$ cat src/design/bbep_pkg.sv
// Shared constants, breakpoint ROM and fraction scaling for the band emissive power block.
`default_nettype none
package bbep_pkg;

  localparam int LtW      = 16;  // breakpoint width, micrometre-kelvin
  localparam int FvW      = 17;  // stored fraction width, units of 1e-5
  localparam int RomSlots = 128;
  localparam int XW       = 46;  // lambda*T product, Q22.24
  localparam int XIntW    = 22;
  localparam int XFracW   = 24;
  localparam int DxW      = 40;
  localparam int EbW      = 37;  // sigma*T^4, Q.4
  localparam int SigmaW   = 30;
  localparam longint RomScale = 100000;
  localparam logic [SigmaW-1:0] SigmaQ54 = 30'd1021483845;

  localparam logic [LtW-1:0] LtRom [RomSlots] = '{
    16'd1000, 16'd1100, 16'd1200, 16'd1300, 16'd1400, 16'd1500, 16'd1600, 16'd1700,
    16'd1800, 16'd1900, 16'd2000, 16'd2100, 16'd2200, 16'd2300, 16'd2400, 16'd2500,
    16'd2600, 16'd2700, 16'd2800, 16'd2900, 16'd3000, 16'd3100, 16'd3200, 16'd3300,
    16'd3400, 16'd3500, 16'd3600, 16'd3700, 16'd3800, 16'd3900, 16'd4000, 16'd4100,
    16'd4200, 16'd4300, 16'd4400, 16'd4500, 16'd4600, 16'd4700, 16'd4800, 16'd4900,
    16'd5000, 16'd5100, 16'd5200, 16'd5300, 16'd5400, 16'd5500, 16'd5600, 16'd5700,
    16'd5800, 16'd5900, 16'd6000, 16'd6100, 16'd6200, 16'd6300, 16'd6400, 16'd6500,
    16'd6600, 16'd6700, 16'd6800, 16'd6900, 16'd7000, 16'd7100, 16'd7200, 16'd7300,
    16'd7400, 16'd7500, 16'd7600, 16'd7700, 16'd7800, 16'd7900, 16'd8000, 16'd8100,
    16'd8200, 16'd8300, 16'd8400, 16'd8500, 16'd8600, 16'd8700, 16'd8800, 16'd8900,
    16'd9000, 16'd9100, 16'd9200, 16'd9300, 16'd9400, 16'd9500, 16'd9600, 16'd9700,
    16'd9800, 16'd9900, 16'd10000, 16'd12000, 16'd15000, 16'd20000, 16'd30000,
    16'd40000, 16'd50000,
    16'd0, 16'd0, 16'd0, 16'd0, 16'd0, 16'd0, 16'd0, 16'd0, 16'd0, 16'd0, 16'd0,
    16'd0, 16'd0, 16'd0, 16'd0, 16'd0, 16'd0, 16'd0, 16'd0, 16'd0, 16'd0, 16'd0,
    16'd0, 16'd0, 16'd0, 16'd0, 16'd0, 16'd0, 16'd0, 16'd0, 16'd0
  };

  localparam logic [FvW-1:0] FvRom [RomSlots] = '{
    17'd32, 17'd91, 17'd213, 17'd432, 17'd779, 17'd1280, 17'd1972, 17'd2853,
    17'd3934, 17'd5210, 17'd6672, 17'd8305, 17'd10088, 17'd12002, 17'd14025,
    17'd16135, 17'd18311, 17'd20535, 17'd22788, 17'd25055, 17'd27322, 17'd29576,
    17'd31809, 17'd34009, 17'd36172, 17'd38290, 17'd40359, 17'd42375, 17'd44336,
    17'd46240, 17'd48085, 17'd49872, 17'd51599, 17'd53267, 17'd54877, 17'd56429,
    17'd57925, 17'd59366, 17'd60753, 17'd62088, 17'd63372, 17'd64606, 17'd65794,
    17'd66935, 17'd68033, 17'd69087, 17'd70101, 17'd71076, 17'd72012, 17'd72913,
    17'd73778, 17'd74610, 17'd75410, 17'd76180, 17'd76920, 17'd77631, 17'd78316,
    17'd78975, 17'd79609, 17'd80219, 17'd80807, 17'd81373, 17'd81918, 17'd82443,
    17'd82949, 17'd83436, 17'd83906, 17'd84359, 17'd84796, 17'd85218, 17'd85625,
    17'd86017, 17'd86396, 17'd86762, 17'd87115, 17'd87456, 17'd87786, 17'd88105,
    17'd88413, 17'd88711, 17'd88999, 17'd89277, 17'd89547, 17'd89807, 17'd90060,
    17'd90304, 17'd90541, 17'd90770, 17'd90992, 17'd91207, 17'd91415, 17'd94505,
    17'd96893, 17'd98555, 17'd99529, 17'd99792, 17'd99890,
    17'd0, 17'd0, 17'd0, 17'd0, 17'd0, 17'd0, 17'd0, 17'd0, 17'd0, 17'd0, 17'd0,
    17'd0, 17'd0, 17'd0, 17'd0, 17'd0, 17'd0, 17'd0, 17'd0, 17'd0, 17'd0, 17'd0,
    17'd0, 17'd0, 17'd0, 17'd0, 17'd0, 17'd0, 17'd0, 17'd0, 17'd0
  };

  // round(v * 2^fb / 1e5)
  function automatic longint frac_q(input longint v, input int fb);
    return ((v << fb) + (RomScale / 2)) / RomScale;
  endfunction

endpackage
`default_nettype wire

$ cat src/design/bbep_frac.sv
// Emission fraction lookup: breakpoint search, interpolation and pipelined segment divide.
`default_nettype none
module bbep_frac
  import bbep_pkg::*;
#(
  parameter int TABLE_ENTRIES = 97,
  parameter int FRACTION_BITS = 16
) (
  input  logic                     clk,
  input  logic                     en,
  input  logic [XW-1:0]            x,
  output logic [FRACTION_BITS:0]   frac
);

  localparam int FW   = FRACTION_BITS + 1;
  localparam int IdxW = $clog2(TABLE_ENTRIES);
  localparam int NS   = TABLE_ENTRIES - 1;
  localparam int MW   = FW + LtW;

  logic [LtW-1:0] lt_tab [TABLE_ENTRIES];
  logic [FW-1:0]  fq_tab [TABLE_ENTRIES];

  for (genvar j = 0; j < TABLE_ENTRIES; j++) begin : g_tab
    assign lt_tab[j] = LtRom[j];
    assign fq_tab[j] = FW'(frac_q(longint'(FvRom[j]), FRACTION_BITS));
  end

  // stage 1: compare against every breakpoint
  logic [XIntW-1:0] xi;
  logic [NS-1:0]    cmp1;
  logic             below1, above1;
  logic [XW-1:0]    x1;

  assign xi = x[XW-1 -: XIntW];

  always_ff @(posedge clk) begin
    if (en) begin
      x1     <= x;
      below1 <= (xi < XIntW'(lt_tab[0])) ||
                (xi == XIntW'(lt_tab[0]) && x[XFracW-1:0] == '0);
      above1 <= xi >= XIntW'(lt_tab[TABLE_ENTRIES-1]);
      for (int j = 0; j < NS; j++) begin
        cmp1[j] <= xi < XIntW'(lt_tab[j+1]);
      end
    end
  end

  // stage 2: first segment whose upper breakpoint lies above x
  logic            seg_next, seg2;
  logic [IdxW-1:0] idx_next, idx2;
  logic [XW-1:0]   x2;

  always_comb begin
    seg_next = 1'b0;
    idx_next = IdxW'(TABLE_ENTRIES - 1);
    if (below1) begin
      idx_next = '0;
    end else if (!above1) begin
      for (int j = NS - 1; j >= 0; j--) begin
        if (cmp1[j]) begin
          seg_next = 1'b1;
          idx_next = IdxW'(j);
        end
      end
    end
  end

  always_ff @(posedge clk) begin
    if (en) begin
      seg2 <= seg_next;
      idx2 <= idx_next;
      x2   <= x1;
    end
  end

  // stage 3: segment ends and offsets
  logic [IdxW-1:0] idx_hi;
  logic [LtW-1:0]  lo, hi;
  logic [FW-1:0]   f0, f1;
  logic [XW-1:0]   dx_full;
  logic            degen_next;
  logic [FW-1:0]   df3, f03;
  logic [DxW-1:0]  dx3;
  logic [LtW-1:0]  d3;
  logic            dg3;

  always_comb begin
    idx_hi  = (idx2 == IdxW'(TABLE_ENTRIES - 1)) ? idx2 : idx2 + 1'b1;
    lo      = lt_tab[idx2];
    hi      = lt_tab[idx_hi];
    f0      = fq_tab[idx2];
    f1      = fq_tab[idx_hi];
    degen_next = !seg2 || (hi <= lo) || (f1 <= f0) ||
                 (x2[XW-1 -: XIntW] < XIntW'(lo));
    dx_full = x2 - {XIntW'(lo), {XFracW{1'b0}}};
  end

  always_ff @(posedge clk) begin
    if (en) begin
      f03 <= f0;
      dg3 <= degen_next;
      df3 <= f1 - f0;
      dx3 <= dx_full[DxW-1:0];
      d3  <= hi - lo;
    end
  end

  // stage 4: partial products of df * dx
  logic [FW+LtW-1:0]    ph4;
  logic [FW+XFracW-1:0] pl4;
  logic [FW-1:0]        f04;
  logic [LtW-1:0]       d4;
  logic                 dg4;

  always_ff @(posedge clk) begin
    if (en) begin
      ph4 <= df3 * dx3[DxW-1:XFracW];
      pl4 <= df3 * dx3[XFracW-1:0];
      f04 <= f03;
      d4  <= d3;
      dg4 <= dg3;
    end
  end

  // stage 5 and on: floor(df*dx / 2^24) then restoring divide by segment width
  logic [MW-1:0]  rem [FW+1];
  logic [FW-1:0]  quo [FW+1];
  logic [LtW-1:0] dv  [FW+1];
  logic [FW-1:0]  fb  [FW+1];
  logic           dg  [FW+1];

  always_ff @(posedge clk) begin
    if (en) begin
      rem[0] <= MW'(ph4) + MW'(pl4[FW+XFracW-1:XFracW]);
      quo[0] <= '0;
      dv[0]  <= d4;
      fb[0]  <= f04;
      dg[0]  <= dg4;
      for (int k = 0; k < FW; k++) begin
        if (rem[k] >= (MW'(dv[k]) << (FW - 1 - k))) begin
          rem[k+1] <= rem[k] - (MW'(dv[k]) << (FW - 1 - k));
          quo[k+1] <= quo[k] | (FW'(1) << (FW - 1 - k));
        end else begin
          rem[k+1] <= rem[k];
          quo[k+1] <= quo[k];
        end
        dv[k+1] <= dv[k];
        fb[k+1] <= fb[k];
        dg[k+1] <= dg[k];
      end
      frac <= dg[FW] ? fb[FW] : fb[FW] + quo[FW];
    end
  end

endmodule
`default_nettype wire

$ cat config.mk
export PLATFORM = sky130hd
export DESIGN_NAME = bbep_frac
export DESIGN_NICKNAME = d
export VERILOG_FILES = /design/src/design/bbep_pkg.sv /design/src/design/bbep_frac.sv
export SDC_FILE = /design/constraint.sdc
export NUM_CORES = 2
export LEC_CHECK = 0
export BUFFER_PORTS_ARGS = -buffer_cell sky130_fd_sc_hd__buf_2
export CORE_MARGIN = 10
export CORE_UTILIZATION = 43
export DETAILED_ROUTE_END_ITERATION = 10
export GPL_ROUTABILITY_DRIVEN = 0
export HOLD_SLACK_MARGIN = 0.06
export PLACE_DENSITY = 0.62
export SYNTH_ARGS = -nofsm -noshare
export SYNTH_HDL_FRONTEND = slang
export SYNTH_SLANG_ARGS = --single-unit
$ cat constraint.sdc
create_clock -name clk -period 11.2 [get_ports clk]
set_input_delay 1.68 -clock clk [delete_from_list [all_inputs] [get_ports clk]]
set_output_delay 1.68 -clock clk [all_outputs]
set_load 0.01 [all_outputs]
Yosys cells after proc, flatten, opt, wreduce, memory -nomap -nowiden
Memory sizes are Yosys's and may differ from the RTL's.
Cells that the tools add are included.
W data, S select, Z words.
{ "totals": {"register_bits": 414, "ram_bits": 1512, "rom_bits": 8448, "input_bits": 48, "output_inout_bits": 17, "word_cells": 569, "mem_count": 9} }
{ "op_classes": {"add_sub_neg": 23, "n_mul": 2, "n_lt_le_gt_ge": 120, "eq_ne": 2, "muxes": 341, "bitwise_logic": 36, "n_reduce_logical": 13} }
{ "memory_table": {"columns": ["name", "depth", "width", "rd", "rd_ports_with_merged_regs", "wr", "line", "text"], "rows": [
  ["(name not given)", 128, 17, 1, 0, 0, "bbep_frac.sv:92", "f1 = fq_tab[idx_hi];"],
  ["(name not given)", 128, 17, 1, 0, 0, "bbep_frac.sv:91", "f0 = fq_tab[idx2];"],
  ["(name not given)", 128, 16, 1, 0, 0, "bbep_frac.sv:90", "hi = lt_tab[idx_hi];"],
  ["(name not given)", 128, 16, 1, 0, 0, "bbep_frac.sv:89", "lo = lt_tab[idx2];"],
  ["rem", 18, 33, 17, 0, 18, "bbep_frac.sv:126", "logic [MW-1:0] rem [FW+1];"],
  ["fb", 18, 17, 18, 0, 18, "bbep_frac.sv:129", "logic [FW-1:0] fb [FW+1];"],
  ["3 more memories", null, null, null, null, null, null, null]
]} }
{ "op_table": {"columns": ["operator", "n"], "rows": [
  ["$lt A22 B13 Y1 const B", 41],
  ["$mux W7", 91],
  ["$mux W33", 17],
  ["$lt A22 B14 Y1 const B", 21],
  ["$lt A22 B12 Y1 const B", 20],
  ["$mux W17", 22],
  ["$lt A22 B11 Y1 const B", 10],
  ["$mux W1", 200],
  ["$mux W16", 4],
  ["$lt A22 B15 Y1 const B", 2],
  ["$lt A22 B16 Y1 const B", 2],
  ["$mux W6", 7],
  ["$mul A17 B24 Y41", 1],
  ["$sub A40 B40 Y40", 1],
  ["$or A1 B1 Y1", 34],
  ["$add A33 B17 Y33", 1],
  ["$ge A33 B16 Y1", 1],
  ["$ge A33 B17 Y1", 1],
  ["$ge A33 B18 Y1", 1],
  ["$ge A33 B19 Y1", 1],
  ["$ge A33 B20 Y1", 1],
  ["$ge A33 B21 Y1", 1],
  ["$ge A33 B22 Y1", 1],
  ["$ge A33 B23 Y1", 1],
  ["other kinds (50)", 55]
]} }

Logic depth before layout (Yosys ltp)
{ "logic_depth": {"word_depth": 97, "mapped_depth": 30, "ltp_nobuf": 27} }

Worst setup path after synthesis
Ideal clock, no wire load.
{ "synth_timing": {"path_kind": "reg-to-reg", "startpoint": "register dx3[13]", "endpoint": "register pl4[39] (data pin)", "setup_ps": 258, "arrival_time_ps": 6823, "required_ps": 10942, "setup_slack_ps": 4120, "path_stages_with_launch": 25, "path_buffers": 2, "period_less_slack_ps": 7080, "cell_sequence": "edfxtp_1 > clkbuf_1 > clkbuf_1 > nand2_1 > fa_1 > inv_1 > fa_1 > inv_1 > fa_1 > inv_1 > fa_1 > fa_1 > fa_1 > ha_1 > a21o_1 > a211o_1 > a2111oi_0 > a31oi_1 > a221oi_1 > o21ai_0 > a41o_1 > a31oi_1 > o211ai_1 > a21oi_1 > xnor2_1"} }
{ "synth_via": {"elab_chain_len": 1} }
{ "synth_rtl": {"columns": ["item", "line", "text"], "rows": [
  ["start: declaration", "bbep_frac.sv:83", "logic [DxW-1:0] dx3;"],
  ["start signal: assignment", "bbep_frac.sv:103", "dx3 <= dx_full[DxW-1:0];"],
  ["$mul A17 B24 Y41", "bbep_frac.sv:118", "pl4 <= df3 * dx3[XFracW-1:0];"],
  ["end signal: assignment", "bbep_frac.sv:118", null],
  ["end: declaration", "bbep_frac.sv:110", "logic [FW+XFracW-1:0] pl4;"]
]} }
Every way passes these cells.
A chain may end at the register's enable or synchronous reset.

Worst setup path after layout
{ "layout_timing": {"startpoint": "register idx2[1]", "endpoint": "register df3[16] (data pin)"} }
{ "layout_via": {"elab_chain_len": 7, "word_cells_on_any_way": 12, "cone_classes": "add/sub: 2; eq/ne: 1; mux: 5; bitwise: 2; memory: 2"} }
{ "layout_rtl": {"columns": ["item", "line", "text"], "rows": [
  ["start: declaration", "bbep_frac.sv:50", "logic [IdxW-1:0] idx_next, idx2;"],
  ["start signal: assignment", "bbep_frac.sv:71", "idx2 <= idx_next;"],
  ["$add A7 B1 Y7 / $eq A7 B7 Y1 (equally long branches)", "bbep_frac.sv:88", "idx_hi = (idx2 == IdxW'(TABLE_ENTRIES - 1)) ? idx2 : idx2 + 1'b1;"],
  ["$mux W7", "bbep_frac.sv:88", null],
  ["$not A7 Y8 (implied by the code)", "bbep_frac.sv:92", null],
  ["$mem_v2 Z128 W17", null, null],
  ["$mux W17 (implied by the code) (2 in series)", "bbep_frac.sv:92", null],
  ["$sub A17 B17 Y17 *", "bbep_frac.sv:102", "df3 <= f1 - f0;"],
  ["end signal: assignment", "bbep_frac.sv:102", null],
  ["end: declaration", "bbep_frac.sv:82", "logic [FW-1:0] df3, f03;"]
]} }
Every way passes the cells marked *; elsewhere a longest branch is shown, timed or not. The select of a mux whose other input is x is not followed.

==> impl_results.md <==
* Final Slew Violations at 0
* DR pass1 iterations at 10
* Max_slew headroom at 0.1191
* Period utilization at 0.7656
* Post-synthesis mux area share at 0.002598
* Fmax at 116.6 MHz
* Root Buffer: clkbuf_16
* Syn nets at 9939
* RSZ-0062 raised after global routing: no
* Vias in the first global route at 67080
* Clock sink count at 1642
* Number of setup buffers added after CTS at 0
* Minimum clock period at 8575 ps
* H-tree depth at 4
* Startpoint Class: register
* Final TNS setup at 0 ps
* Main combinational cell family by area after synthesis: adder cells
* Synth top area cells: edfxtp_1 (50%), fa_1 (11%), ha_1 (7.3%)
* CP Launch Point: idx2[1]$_SDFFCE_PP0P_
* Number of flops mapped to enable cells by yosys at 1642
* Xor/xnor share of the synthesized area at 0.03459
* Final WL at 230.1 mm
* Core box area at 227900 um^2
* CTS max path bufs at 3
* Final number of hold-violating endpoints at 0
* Placed Cells at 11570
* Initial antenna violation count at 6
* Post-synthesis simple-gate area fraction at 0.1229
* Final Setup Violations at 0
* Worst path most repeated cell: o21ai_0
* Share of the synthesized area in the top cell type at 0.4993
* Share of layout cells above drive strength 1 at 0.05287
* Yosys reg bits at 1642
* Dpl cell area at 102200 um^2
* Clock Latency Late Sink at 830 ps
* CTS tree: done
* Crit path kind: register to register
* First-pass GRT wire length at 363.1 mm
* Arr. time, crit path at 9150 ps
* Prevailing post-synth register cell: edfxtp_1
* Worst Hold Launch: fb[0][14]$_DFFE_PP_
* Synthesized instance count at 8758
* Net count, final at 9912
* Synth cell count leaders: edfxtp_1 (1642), inv_1 (1040), nand2_1 (1019), ha_1 (577), fa_1 (556)
* Die X at 499.2 um
* Final Non-Filler Cells at 11890
* Worst Path Required at 11770 ps
* Vias at 65420
* Total grt overflow at 0
* Sequential fraction of the synthesis area at 0.4993
* Worst Max-Slew Pin Slew at 1317 ps
* Crit. End Element: register
* Count leader, synth: edfxtp_1
* WL/cell at 19.36 um
* Layout area overhead at 9.232%
* GRT Overall Usage at 0.1806
* DR iter-0 viols at 6356
* Critical Path Slowest Stage Cell: clkinv_1
* Worst slack, placed at 2897 ps
* Vias per std cell at 5.505
* CTS resizes at 0
* Row count at 175
* Max Cap Violations at 0
* I/O Pins at 65
* Yosys warnings at 0
* Status: finished clean
* Clk slew on worst S/H paths at 80 ps
* Initial Util at 0.4332
* Synth Cell Area at 98750 um^2
* DR DRC count at 0
* Worst Hold Class: register to register
* Slowest cell delay on critical path at 890 ps
* Reg-to-reg startpoint: idx2[1]$_SDFFCE_PP0P_
* Final ANT Viol Nets at 0
* Hold buffers post-CTS at 0
* CTS buffer count at 170
* Ys async rst share at 0
* Syn avg cell area at 11.27 um^2
* Skew final at 47.07 ps
* Port Buffers at 64
* Largest net degree at the start of global routing at 159
* Synth Area in Compound Gates at 0.1016
* Die Area at 249200 um^2
* Final WS setup at 2625 ps
* Unique masters post-synth at 86
* Largest area contributor in the netlist: edfxtp_1
* Critical-path maximum fanout at 66
* Adder-cell share of the synthesized area at 0.1858
* R2R Setup Slk at 2620 ps
* Post-layout instance area at 107900 um^2
* Die Span Y at 499.2 um
* Post-DP HPWL at 166.9 mm
==> kinds of logic (layout without fill, tap and decap cells) <==
kind of cell    count (synthesis)  after routing
buf+inv                      1391           1504
compound gates               1631           1631
xor+xnor                      390            390
fa+ha+maj                    1133           1133
simple gates                 2550           2550
flops                        1642           1642
other cells                     0              5
mux                            21             21
==> flip-flops by register name, summed over array words and instances (netlist names), 16 cells and up <==
signal	flops
f04	16
quo	153
ph4	33
cmp1	96
x2	46
dg	18
x1	46
f03	16
fb	288
frac	17
dx3	40
rem	561
dv	238
df3	17
pl4	17
==> final timing paths <==
path                                       endpoint  cells after the start
worst max-delay path              df3[16]$_DFFE_PP_                     28
worst min-delay path            fb[1][14]$_DFFE_PP_                      0
worst max register to register    df3[16]$_DFFE_PP_                     28
worst min register to register  fb[1][14]$_DFFE_PP_                      0
==> metal layers <==
metal,global-route usage,vias up,share of wire
met4,0.08727,0,0.055
met3,0.03545,722,0.070
met1,0.2134,31590,0.38
met5,0,-,0
li1,-,30540,-
met2,0.3149,2566,0.49
==> worst max-delay path: cells and delay by family (launching register included) <==
kind	cells	cell delay, ps
adders and majority gates	3	1240
xor gates and xnor gates	1	110
AOI/OAI and AO/OA	14	2290
DFF	1	720
buffers and inverters	4	2400
and+or+nand+nor	6	1500
==> metrics by stage <==
step / hold WS, ps / utilization
2_1_floorplan: 400.3 / -
4_1_cts: 369.9 / 0.4732
6_report: 380.3 / 0.4732
3_3_place_gp: 400.5 / 0.4485
5_1_grt: 386.0 / 0.4732
3_5_place_dp: 404.5 / 0.4485
==> cell type report <==
type,instances,area [um^2]
sequential,1642,49310
tap,3009,3765
clock buffer,200,4388
multi-input combinational,5725,44250
inverter,1045,3923
timing repair buffer,147,983.4
antenna,5,12.51
fill,20220,120100
clock inverter,112,1237
==> layout by cell type, fill, tap and decap left out, types with 33 or more instances in the layout <==
cell and instances:
buf_2 63, edfxtp_1 1642, nor2_1 467, o211ai_1 37, xor2_1 172, ha_1 576, fa_1 556, inv_1 1040
nand4_1 65, nor2b_1 76, xnor2_1 216, or4_1 33, o21ai_0 531, o21a_1 45, clkbuf_16 171, a211oi_1 57
a21oi_1 411, a31oi_1 89, a21boi_0 41, nor4_1 100, nand2_1 1019, nand2b_1 88, buf_4 81, nand3_1 108
and2_1 245, o31ai_1 63, nor3_1 143, a21o_1 112, or3_1 61, clkinv_1 33, clkinv_2 34
Power is not shown: default switching activity piles up to over one toggle a cycle in this logic, so the estimate is an artifact.
